<file path="config.mk">
export PLATFORM = sky130hd
export DESIGN_NAME = gregorian_day_number_converter
export DESIGN_NICKNAME = d
export VERILOG_FILES = /design/src/gdn_pkg.sv /design/src/gdn_pipe_ctl.sv /design/src/gregorian_day_number_converter.sv
export SDC_FILE = /design/constraint.sdc
export NUM_CORES = 2
export LEC_CHECK = 0
export BUFFER_PORTS_ARGS = -buffer_cell sky130_fd_sc_hd__buf_2
export CORE_ASPECT_RATIO = 1.25
export CORE_UTILIZATION = 65
export DETAILED_ROUTE_END_ITERATION = 7
export GPL_TIMING_DRIVEN = 0
export PLACE_DENSITY = 0.82
export SETUP_SLACK_MARGIN = 0.1
export SYNTH_ARGS = -nofsm -noshare
export SYNTH_HDL_FRONTEND = slang
export SYNTH_SLANG_ARGS = --single-unit
</file>
<file path="constraint.sdc">
create_clock -name i_clk -period 12.6 [get_ports i_clk]
set_input_delay 0.63 -clock i_clk [delete_from_list [all_inputs] [get_ports i_clk]]
set_output_delay 0.63 -clock i_clk [all_outputs]
set_load 0.02 [all_outputs]
</file>
<file path="src/gdn_pkg.sv">
`timescale 1ns / 1ps
`default_nettype none

package gdn_pkg;

    // Field widths
    localparam int DAY_W    = 5;
    localparam int MONTH_W  = 4;
    localparam int YEAR_W   = 14;
    localparam int SERIAL_W = 22;

    // Pipeline depth: number of registered stages a request passes through
    localparam int PIPE_STAGES = 7;

    // Operation codes
    localparam logic FUNC_ENCODE = 1'b0;
    localparam logic FUNC_DECODE = 1'b1;

    localparam logic [MONTH_W-1:0] MONTH_JAN = 4'd1;
    localparam logic [MONTH_W-1:0] MONTH_FEB = 4'd2;
    localparam logic [MONTH_W-1:0] MONTH_DEC = 4'd12;

    // Calendar cycle lengths in days
    localparam int unsigned DAYS_400 = 146097;
    localparam int unsigned DAYS_100 = 36524;
    localparam int unsigned DAYS_4   = 1461;
    localparam int unsigned DAYS_1   = 365;

    // Index of the last four-year group inside a century
    localparam int unsigned Q4_LAST = DAYS_100 / DAYS_4;

    // Last supported year and the serial of its final day
    localparam int unsigned MAX_YEAR   = 9999;
    localparam int unsigned MAX_SERIAL = MAX_YEAR * 365 + MAX_YEAR / 4
                                       - MAX_YEAR / 100 + MAX_YEAR / 400;

    // Reciprocals for constant division: q = (x * RECIP) >> SH
    localparam int RECIP_SH_400 = 40;
    localparam logic [22:0] RECIP_400 =
        23'(((64'd1 << RECIP_SH_400) + 64'(DAYS_400) - 64'd1) / 64'(DAYS_400));
    localparam int RECIP_SH_4 = 28;
    localparam logic [17:0] RECIP_4 =
        18'(((64'd1 << RECIP_SH_4) + 64'(DAYS_4) - 64'd1) / 64'(DAYS_4));
    localparam int RECIP_SH_25 = 20;
    localparam logic [15:0] RECIP_25 =
        16'(((64'd1 << RECIP_SH_25) + 64'd24) / 64'd25);

    // Length of a month in a common year; zero for codes that name no month
    function automatic logic [DAY_W-1:0] f_month_len(input logic [MONTH_W-1:0] m);
        logic [DAY_W-1:0] len;
        case (m)
            4'd1, 4'd3, 4'd5, 4'd7, 4'd8, 4'd10, 4'd12: len = 5'd31;
            4'd4, 4'd6, 4'd9, 4'd11:                     len = 5'd30;
            4'd2:                                        len = 5'd28;
            default:                                     len = 5'd0;
        endcase
        return len;
    endfunction

    // Days in a common year before the first of month m
    function automatic logic [8:0] f_days_before(input logic [MONTH_W-1:0] m);
        logic [8:0] d;
        case (m)
            4'd1:    d = 9'd0;
            4'd2:    d = 9'd31;
            4'd3:    d = 9'd59;
            4'd4:    d = 9'd90;
            4'd5:    d = 9'd120;
            4'd6:    d = 9'd151;
            4'd7:    d = 9'd181;
            4'd8:    d = 9'd212;
            4'd9:    d = 9'd243;
            4'd10:   d = 9'd273;
            4'd11:   d = 9'd304;
            4'd12:   d = 9'd334;
            default: d = 9'd0;
        endcase
        return d;
    endfunction

    // Per-stage enables and valids from the flow control
    typedef struct packed {
        logic [PIPE_STAGES-1:0] en;
        logic [PIPE_STAGES-1:0] vld;
    } t_pipe_ctl;

    // Request payload as it moves down the pipeline
    typedef struct packed {
        logic                func;
        logic [DAY_W-1:0]    day;
        logic [MONTH_W-1:0]  month;
        logic [YEAR_W-1:0]   year;
        logic [SERIAL_W-1:0] serial;
        logic                clamp;
        logic                oor;
        // encode side
        logic [YEAR_W-1:0]   p;
        logic [11:0]         yq;
        logic [7:0]          cy;
        logic [11:0]         pq;
        logic [7:0]          cp;
        logic                leap;
        logic [22:0]         dby;
        logic [8:0]          off;
        // decode side
        logic [SERIAL_W-1:0] n;
        logic [4:0]          q400;
        logic [17:0]         r400;
        logic [1:0]          q100;
        logic [15:0]         r100;
        logic [4:0]          q4;
        logic [10:0]         r4;
        logic [1:0]          q1;
        logic [8:0]          doy;
        logic                dleap;
        // result
        logic [SERIAL_W-1:0] res_serial;
        logic [DAY_W-1:0]    res_day;
        logic [MONTH_W-1:0]  res_month;
        logic [YEAR_W-1:0]   res_year;
    } t_item;

endpackage

`default_nettype wire

</file>
<file path="src/gdn_pipe_ctl.sv">
`timescale 1ns / 1ps
`default_nettype none

module gdn_pipe_ctl (
    input  wire logic               i_clk,
    input  wire logic               i_rst_n,
    input  wire logic               i_valid,
    output logic                    o_stall,
    input  wire logic               i_stall,
    output gdn_pkg::t_pipe_ctl      o_ctl
);

    logic [gdn_pkg::PIPE_STAGES-1:0] r_vld;
    logic [gdn_pkg::PIPE_STAGES-1:0] n_vld;
    logic [gdn_pkg::PIPE_STAGES-1:0] stage_en;

    // Advance a stage when it is empty or the stage after it advances
    always_comb begin
        stage_en[gdn_pkg::PIPE_STAGES-1] = !r_vld[gdn_pkg::PIPE_STAGES-1] || !i_stall;
        for (int k = gdn_pkg::PIPE_STAGES - 2; k >= 0; k--) begin
            stage_en[k] = !r_vld[k] || stage_en[k+1];
        end
    end

    // Move valid bits along with the data
    always_comb begin
        n_vld = r_vld;
        if (stage_en[0]) begin
            n_vld[0] = i_valid;
        end
        for (int k = 1; k < gdn_pkg::PIPE_STAGES; k++) begin
            if (stage_en[k]) begin
                n_vld[k] = r_vld[k-1];
            end
        end
    end

    always_ff @(posedge i_clk) begin
        if (!i_rst_n) begin
            r_vld <= '0;
        end else begin
            r_vld <= n_vld;
        end
    end

    assign o_stall   = !stage_en[0];
    assign o_ctl.en  = stage_en;
    assign o_ctl.vld = r_vld;

endmodule

`default_nettype wire

</file>
<file path="src/gregorian_day_number_converter.sv">
// Converts between a proleptic Gregorian date and a serial day count with
// 0001-01-01 as day 1. A request with func 0 encodes day/month/year into a
// serial, clamping the day into the month (clamped flags it) and flagging a
// year of 0 or past 9999 through out_of_range with serial 0. A request with
// func 1 decodes a serial into day/month/year; serial 0 or anything past
// 9999-12-31 raises out_of_range and zeroes the date fields. The block is a
// seven-stage pipeline: it accepts one request every cycle while o_stall is low.
// The reciprocal multiplies for the 400-year and 4-year splits set the stage
// boundaries. Stalls back up through the stages without losing any request.
`timescale 1ns / 1ps
`default_nettype none

module gregorian_day_number_converter (
    input  wire logic                            i_clk,
    input  wire logic                            i_rst_n,
    input  wire logic                            i_valid,
    output logic                                 o_stall,
    input  wire logic                            i_func,
    input  wire logic [gdn_pkg::DAY_W-1:0]       i_day_in,
    input  wire logic [gdn_pkg::MONTH_W-1:0]     i_month_in,
    input  wire logic [gdn_pkg::YEAR_W-1:0]      i_year_in,
    input  wire logic [gdn_pkg::SERIAL_W-1:0]    i_serial_in,
    output logic                                 o_valid,
    input  wire logic                            i_stall,
    output logic [gdn_pkg::SERIAL_W-1:0]         o_serial_out,
    output logic [gdn_pkg::DAY_W-1:0]            o_day_out,
    output logic [gdn_pkg::MONTH_W-1:0]          o_month_out,
    output logic [gdn_pkg::YEAR_W-1:0]           o_year_out,
    output logic                                 o_clamped,
    output logic                                 o_out_of_range
);

    localparam int LAST = gdn_pkg::PIPE_STAGES - 1;

    gdn_pkg::t_pipe_ctl ctl;
    gdn_pkg::t_item     r_pipe [gdn_pkg::PIPE_STAGES];
    gdn_pkg::t_item     n_pipe [gdn_pkg::PIPE_STAGES];

    logic [gdn_pkg::YEAR_W-1:0]   w_p;
    logic [11:0]                  w_pq;
    logic [27:0]                  w_prod_y;
    logic [27:0]                  w_prod_p;
    logic [gdn_pkg::SERIAL_W-1:0] w_n;
    logic [44:0]                  w_prod_n;
    logic [11:0]                  w_r25;
    logic                         w_valid_month;
    logic [gdn_pkg::DAY_W-1:0]    w_mlen;
    logic [33:0]                  w_prod_4;
    logic [gdn_pkg::MONTH_W-1:0]  w_mon;
    logic [8:0]                   w_mstart;

    gdn_pipe_ctl u_ctl (
        .i_clk   (i_clk),
        .i_rst_n (i_rst_n),
        .i_valid (i_valid),
        .o_stall (o_stall),
        .i_stall (i_stall),
        .o_ctl   (ctl)
    );

    // Stage 0: capture request, start the divide-by-25 and 400-year reciprocal divisions, range checks
    always_comb begin
        n_pipe[0]        = '0;
        n_pipe[0].func   = i_func;
        n_pipe[0].day    = i_day_in;
        n_pipe[0].month  = i_month_in;
        n_pipe[0].year   = i_year_in;
        n_pipe[0].serial = i_serial_in;

        w_p      = i_year_in - gdn_pkg::YEAR_W'(1);
        w_pq     = w_p[gdn_pkg::YEAR_W-1:2];
        w_prod_y = 28'(i_year_in[gdn_pkg::YEAR_W-1:2]) * 28'(gdn_pkg::RECIP_25);
        w_prod_p = 28'(w_pq) * 28'(gdn_pkg::RECIP_25);
        n_pipe[0].p  = w_p;
        n_pipe[0].yq = i_year_in[gdn_pkg::YEAR_W-1:2];
        n_pipe[0].cy = w_prod_y[gdn_pkg::RECIP_SH_25 +: 8];
        n_pipe[0].pq = w_pq;
        n_pipe[0].cp = w_prod_p[gdn_pkg::RECIP_SH_25 +: 8];

        w_n      = i_serial_in - gdn_pkg::SERIAL_W'(1);
        w_prod_n = 45'(w_n) * 45'(gdn_pkg::RECIP_400);
        n_pipe[0].n    = w_n;
        n_pipe[0].q400 = w_prod_n[gdn_pkg::RECIP_SH_400 +: 5];

        if (i_func == gdn_pkg::FUNC_DECODE) begin
            n_pipe[0].oor = (i_serial_in == '0) || (32'(i_serial_in) > gdn_pkg::MAX_SERIAL);
        end else begin
            n_pipe[0].oor = (i_year_in == '0) || (32'(i_year_in) > gdn_pkg::MAX_YEAR);
        end
    end

    // Stage 1: leap test and year days on encode; 400-year remainder on decode
    always_comb begin
        n_pipe[1]      = r_pipe[0];
        w_r25          = 12'(r_pipe[0].yq - 12'(32'(r_pipe[0].cy) * 32'd25));
        n_pipe[1].leap = (r_pipe[0].year[1:0] == 2'b00)
                      && ((w_r25 != '0) || (r_pipe[0].cy[1:0] == 2'b00));
        n_pipe[1].dby  = 23'(r_pipe[0].p) * 23'(gdn_pkg::DAYS_1);
        n_pipe[1].r400 = 18'(r_pipe[0].n
                      - gdn_pkg::SERIAL_W'(32'(r_pipe[0].q400) * gdn_pkg::DAYS_400));
    end

    // Stage 2: finish days before year, clamp day, month offset; century split
    always_comb begin
        n_pipe[2]     = r_pipe[1];
        n_pipe[2].dby = r_pipe[1].dby + 23'(r_pipe[1].pq) - 23'(r_pipe[1].cp)
                      + 23'(r_pipe[1].cp[7:2]);

        w_valid_month = r_pipe[1].month inside {[gdn_pkg::MONTH_JAN:gdn_pkg::MONTH_DEC]};
        w_mlen = gdn_pkg::f_month_len(r_pipe[1].month)
               + gdn_pkg::DAY_W'((r_pipe[1].month == gdn_pkg::MONTH_FEB) && r_pipe[1].leap);
        if (r_pipe[1].func == gdn_pkg::FUNC_ENCODE) begin
            if (w_valid_month && (r_pipe[1].day > w_mlen)) begin
                n_pipe[2].day   = w_mlen;
                n_pipe[2].clamp = 1'b1;
            end
            if (r_pipe[1].day == '0) begin
                n_pipe[2].day   = gdn_pkg::DAY_W'(1);
                n_pipe[2].clamp = 1'b1;
            end
        end
        if (w_valid_month) begin
            n_pipe[2].off = gdn_pkg::f_days_before(r_pipe[1].month)
                          + 9'((r_pipe[1].month > gdn_pkg::MONTH_FEB) && r_pipe[1].leap);
        end else begin
            n_pipe[2].off = '0;
        end

        // Century count saturates at three so the last day of a 400-year cycle fits
        n_pipe[2].q100 = 2'(32'(r_pipe[1].r400 >= 18'(gdn_pkg::DAYS_100))
                       + 32'(r_pipe[1].r400 >= 18'(2 * gdn_pkg::DAYS_100))
                       + 32'(r_pipe[1].r400 >= 18'(3 * gdn_pkg::DAYS_100)));
        n_pipe[2].r100 = 16'(r_pipe[1].r400
                       - 18'(32'(n_pipe[2].q100) * gdn_pkg::DAYS_100));
    end

    // Stage 3: encode result; four-year quotient on decode
    always_comb begin
        n_pipe[3] = r_pipe[2];
        if (r_pipe[2].func == gdn_pkg::FUNC_ENCODE) begin
            n_pipe[3].res_serial = r_pipe[2].oor ? '0 :
                gdn_pkg::SERIAL_W'(r_pipe[2].dby + 23'(r_pipe[2].off) + 23'(r_pipe[2].day));
            n_pipe[3].res_day    = r_pipe[2].day;
            n_pipe[3].res_month  = r_pipe[2].month;
            n_pipe[3].res_year   = r_pipe[2].year;
        end
        w_prod_4     = 34'(r_pipe[2].r100) * 34'(gdn_pkg::RECIP_4);
        n_pipe[3].q4 = w_prod_4[gdn_pkg::RECIP_SH_4 +: 5];
    end

    // Stage 4: four-year remainder
    always_comb begin
        n_pipe[4]    = r_pipe[3];
        n_pipe[4].r4 = 11'(r_pipe[3].r100 - 16'(32'(r_pipe[3].q4) * gdn_pkg::DAYS_4));
    end

    // Stage 5: year within the group, day of year, decoded year and leap
    always_comb begin
        n_pipe[5]     = r_pipe[4];
        n_pipe[5].q1  = 2'(32'(r_pipe[4].r4 >= 11'(gdn_pkg::DAYS_1))
                      + 32'(r_pipe[4].r4 >= 11'(2 * gdn_pkg::DAYS_1))
                      + 32'(r_pipe[4].r4 >= 11'(3 * gdn_pkg::DAYS_1)));
        n_pipe[5].doy = 9'(r_pipe[4].r4 - 11'(32'(n_pipe[5].q1) * gdn_pkg::DAYS_1));
        n_pipe[5].dleap = (n_pipe[5].q1 == 2'd3)
                       && ((32'(r_pipe[4].q4) != gdn_pkg::Q4_LAST) || (r_pipe[4].q100 == 2'd3));
        if (r_pipe[4].func == gdn_pkg::FUNC_DECODE) begin
            n_pipe[5].res_year = gdn_pkg::YEAR_W'(32'(r_pipe[4].q400) * 32'd400
                               + 32'(r_pipe[4].q100) * 32'd100
                               + 32'(r_pipe[4].q4) * 32'd4
                               + 32'(n_pipe[5].q1) + 32'd1);
        end
    end

    // Stage 6: month search over the day of year, then day of month
    always_comb begin
        n_pipe[6] = r_pipe[5];
        w_mon     = gdn_pkg::MONTH_JAN;
        for (int k = 2; k <= 12; k++) begin
            if (r_pipe[5].doy >= gdn_pkg::f_days_before(gdn_pkg::MONTH_W'(k))
                    + 9'((k > 2) && r_pipe[5].dleap)) begin
                w_mon = w_mon + gdn_pkg::MONTH_W'(1);
            end
        end
        w_mstart = gdn_pkg::f_days_before(w_mon)
                 + 9'((w_mon > gdn_pkg::MONTH_FEB) && r_pipe[5].dleap);
        if (r_pipe[5].func == gdn_pkg::FUNC_DECODE) begin
            n_pipe[6].res_serial = r_pipe[5].serial;
            n_pipe[6].clamp      = 1'b0;
            if (r_pipe[5].oor) begin
                n_pipe[6].res_day   = '0;
                n_pipe[6].res_month = '0;
                n_pipe[6].res_year  = '0;
            end else begin
                n_pipe[6].res_day   = gdn_pkg::DAY_W'(r_pipe[5].doy - w_mstart + 9'd1);
                n_pipe[6].res_month = w_mon;
            end
        end
    end

    // Load each stage when its enable allows
    always_ff @(posedge i_clk) begin
        for (int k = 0; k < gdn_pkg::PIPE_STAGES; k++) begin
            if (ctl.en[k]) begin
                r_pipe[k] <= n_pipe[k];
            end
        end
    end

    assign o_valid        = ctl.vld[LAST];
    assign o_serial_out   = r_pipe[LAST].res_serial;
    assign o_day_out      = r_pipe[LAST].res_day;
    assign o_month_out    = r_pipe[LAST].res_month;
    assign o_year_out     = r_pipe[LAST].res_year;
    assign o_clamped      = r_pipe[LAST].clamp;
    assign o_out_of_range = r_pipe[LAST].oor;

endmodule

`default_nettype wire

</file>
==> results.txt <==
Max stage delay on crit path -> 520 ps
Clock Tree Buf Depth -> 3
Met3 Track Usage GR -> 3.15%
Number of global-route vias before repair -> 31.7k
Worst path required time -> 12,920 ps
Largest net degree at the start of global routing -> 81
Initial antenna violation count -> 13
Finish-stage setup viols -> 0
Fin area -> 54,900 µm²
Drt total wl -> 98,500 µm
FP Rows -> 114
RSZ-0062 raised after global routing -> no
Post-Syn Area -> 50,900 µm²
CTS root buf -> clkbuf_16
Fin crit share -> 73.7%
Synth top area share -> 37.1%
Synth area leader -> edfxtp_1
Storage element area -> 19,000 µm²
Multi-input gate area -> 28,200 µm²
Final GP Congestion -> 0.913
Hold WS -> 208 ps
M1 GR Usage -> 30.8%
Syn Area/Cell -> 12.3 µm²
Placed Area -> 52,900 µm²
CP max stage cell -> fa_1
Fin Clk Skew -> 32.8 ps
Critical path endpoint category -> register
Remaining DRCs -> 0
Overall Global Routing Usage -> 26.0%
#FFs+latches synth -> 635
Total grt overflow -> 0
Num CTS Buffers -> 59
Post-route setup slack -> 3320 ps
CTS tree -> built
Global-route wire length before repair -> 161,000 µm
Post-synth EDFFs -> 628
Fillers -> 5,185
Syn nets -> 5,510
Grt peak-use layer -> met2
Post-Synthesis Cells -> 4,133
Clock Latency Late Sink -> 640 ps
Top FF cell, synth -> edfxtp_1
DRT Pass-1 Iters -> 5
Post-CTS Hold Buffers -> 0
Input/output buffers -> 98
Setup repair bufs after CTS -> 0
CTS Sinks -> 635
Compound-gate portion of the synthesized area -> 5.28%
Clock transition at path regs -> 60 ps
Per-cell routed wire length -> 18.3 µm
Final HPWL DP -> 79,100 µm
Slew at the pin with the worst max-slew slack -> 1260 ps
Core area -> 77,500 µm²
Status -> completed
Main combinational cell family by area after synthesis -> adder cells
Max-slew headroom -> 15.2%
Startpoint Class -> register
Die area -> 79,400 µm²
# resized after CTS -> 0
Post-synthesis mux area share -> 1.17%
Synth warn -> 0
Minimum clock period -> 9280 ps
Initial DRC count -> 1,541
P&R area growth vs syn -> 7.99%
DP Worst Slack -> 2540 ps
Top-count cell post-synth -> inv_1
Most numerous cell on the critical path -> ha_1
CTS H-tree lvls -> 2
Asr flop ratio synth -> 0%
Leading post-synthesis cells by cell area -> edfxtp_1, ha_1, fa_1
CP Max Fanout -> 8
Final ANT Viol Nets -> 0
Synth Area in XOR/XNOR -> 3.93%
Part of the Yosys area used for sequential elements -> 37.3%
Layout cell share with drive strength beyond 1 -> 6.46%
Hold Crit Class -> in2reg
Max-slew violation count -> 0
Netlist cell types -> 76
Post-Synth Adder-Cell Area -> 40.1%
Nets -> 5,677
CP Class -> reg2reg
Via/cell ratio -> 5.48
Met2 Track Usage GR -> 48.0%
Die Y -> 315 µm
Fmax -> 0.108 GHz
Setup TNS -> 0 ps
Starting Density -> 65.7%
Vias post-DR -> 29.6k
Post-synth top cells -> inv_1, ha_1, edfxtp_1, fa_1, xnor2_1
Die X -> 252 µm
Final Hold Violating Endpoints -> 0
CP arrival -> 9610 ps
# IOs -> 99
Post-synthesis simple-gate area fraction -> 4.95%
Max-cap violations -> 0
[final timing paths]
kind / startpoint / to / slack (ps) / depth (start not counted)
setup / recovery: r_pipe[5][45]$_DFFE_PP_ / r_pipe[6][22]$_DFFE_PP_ / 3320 / 39
hold / removal: i_month_in[2] / r_pipe[0][263]$_DFFE_PN_ / 210 / 1
setup reg to reg: r_pipe[5][45]$_DFFE_PP_ / r_pipe[6][22]$_DFFE_PP_ / 3320 / 39
hold reg to reg: r_pipe[1][240]$_DFFE_PP_ / r_pipe[2][240]$_DFFE_PP_ / 400 / 0
[layout by cell type, fill, tap and decap left out, types with 18 or more instances in the layout]
| cell type | n |
|---|---|
| clkbuf_16 | 59 |
| and2_1 | 19 |
| mux2_2 | 39 |
| nand2_1 | 97 |
| nand3_1 | 34 |
| buf_2 | 105 |
| nor2_1 | 139 |
| fa_1 | 504 |
| nor2b_1 | 63 |
| inv_1 | 946 |
| nor3_1 | 48 |
| xnor2_1 | 146 |
| xor2_1 | 65 |
| nand2b_1 | 19 |
| o21ai_0 | 81 |
| edfxtp_1 | 628 |
| clkbuf_1 | 28 |
| o21a_1 | 23 |
| ha_1 | 823 |
| a21boi_0 | 18 |
| a21oi_1 | 109 |
| a21o_1 | 59 |
[layout make-up]
type | instances | area share (%)
plain buffers | 28 | 0.221
inverters | 951 | 6.51
diodes | 5 | 0.0228
multi-input cells | 2519 | 51.4
well taps | 1044 | 2.38
flip-flops and latches | 635 | 34.6
clock inverters | 41 | 0.922
clock buffers | 67 | 2.74
repair buffers | 106 | 1.23
[per-stage QoR]
step	utilization, %	std cells
6_report	70.9	5396
5_1_grt	70.9	5395
4_1_cts	70.9	5391
3_5_place_dp	68.3	5283
3_3_place_gp	68.0	5275
2_1_floorplan	-	4133
[metal layers]
metal | part of all wire (%) | up-vias
met2 | 53 | 671
met3 | 4.0 | 203
li1 | - | 14100
met5 | 0.088 | -
met4 | 3.8 | 14
met1 | 39 | 14600
[sequential cells by signal, indices dropped and copies added (netlist names)]
name	cells
r_pipe	628
u_ctl.r_vld	7
[cell families (layout without fill, tap and decap cells)]
kind of cell | count (synthesis) | count (layout)
multiplexers | 53 | 53
adder cells (fa/ha/maj) | 1327 | 1327
XOR/XNOR | 221 | 221
other | 0 | 5
flip-flops | 635 | 635
AND/OR/NAND/NOR | 506 | 506
AO/OA/AOI/OAI | 412 | 412
buffers and inverters | 979 | 1193
[critical path: cells and delay by family (launching register included)]
family,cells,cell delay [ps]
AOI/OAI and AO/OA,8,1370
muxes,6,1580
xor gates and xnor gates,5,1090
buffers and inverters,5,590
adders and majority gates,10,3270
DFF,1,460
and+or+nand+nor,5,610
Power is not shown: default switching activity piles up to over one toggle a cycle in this logic, so the estimate is an artifact.
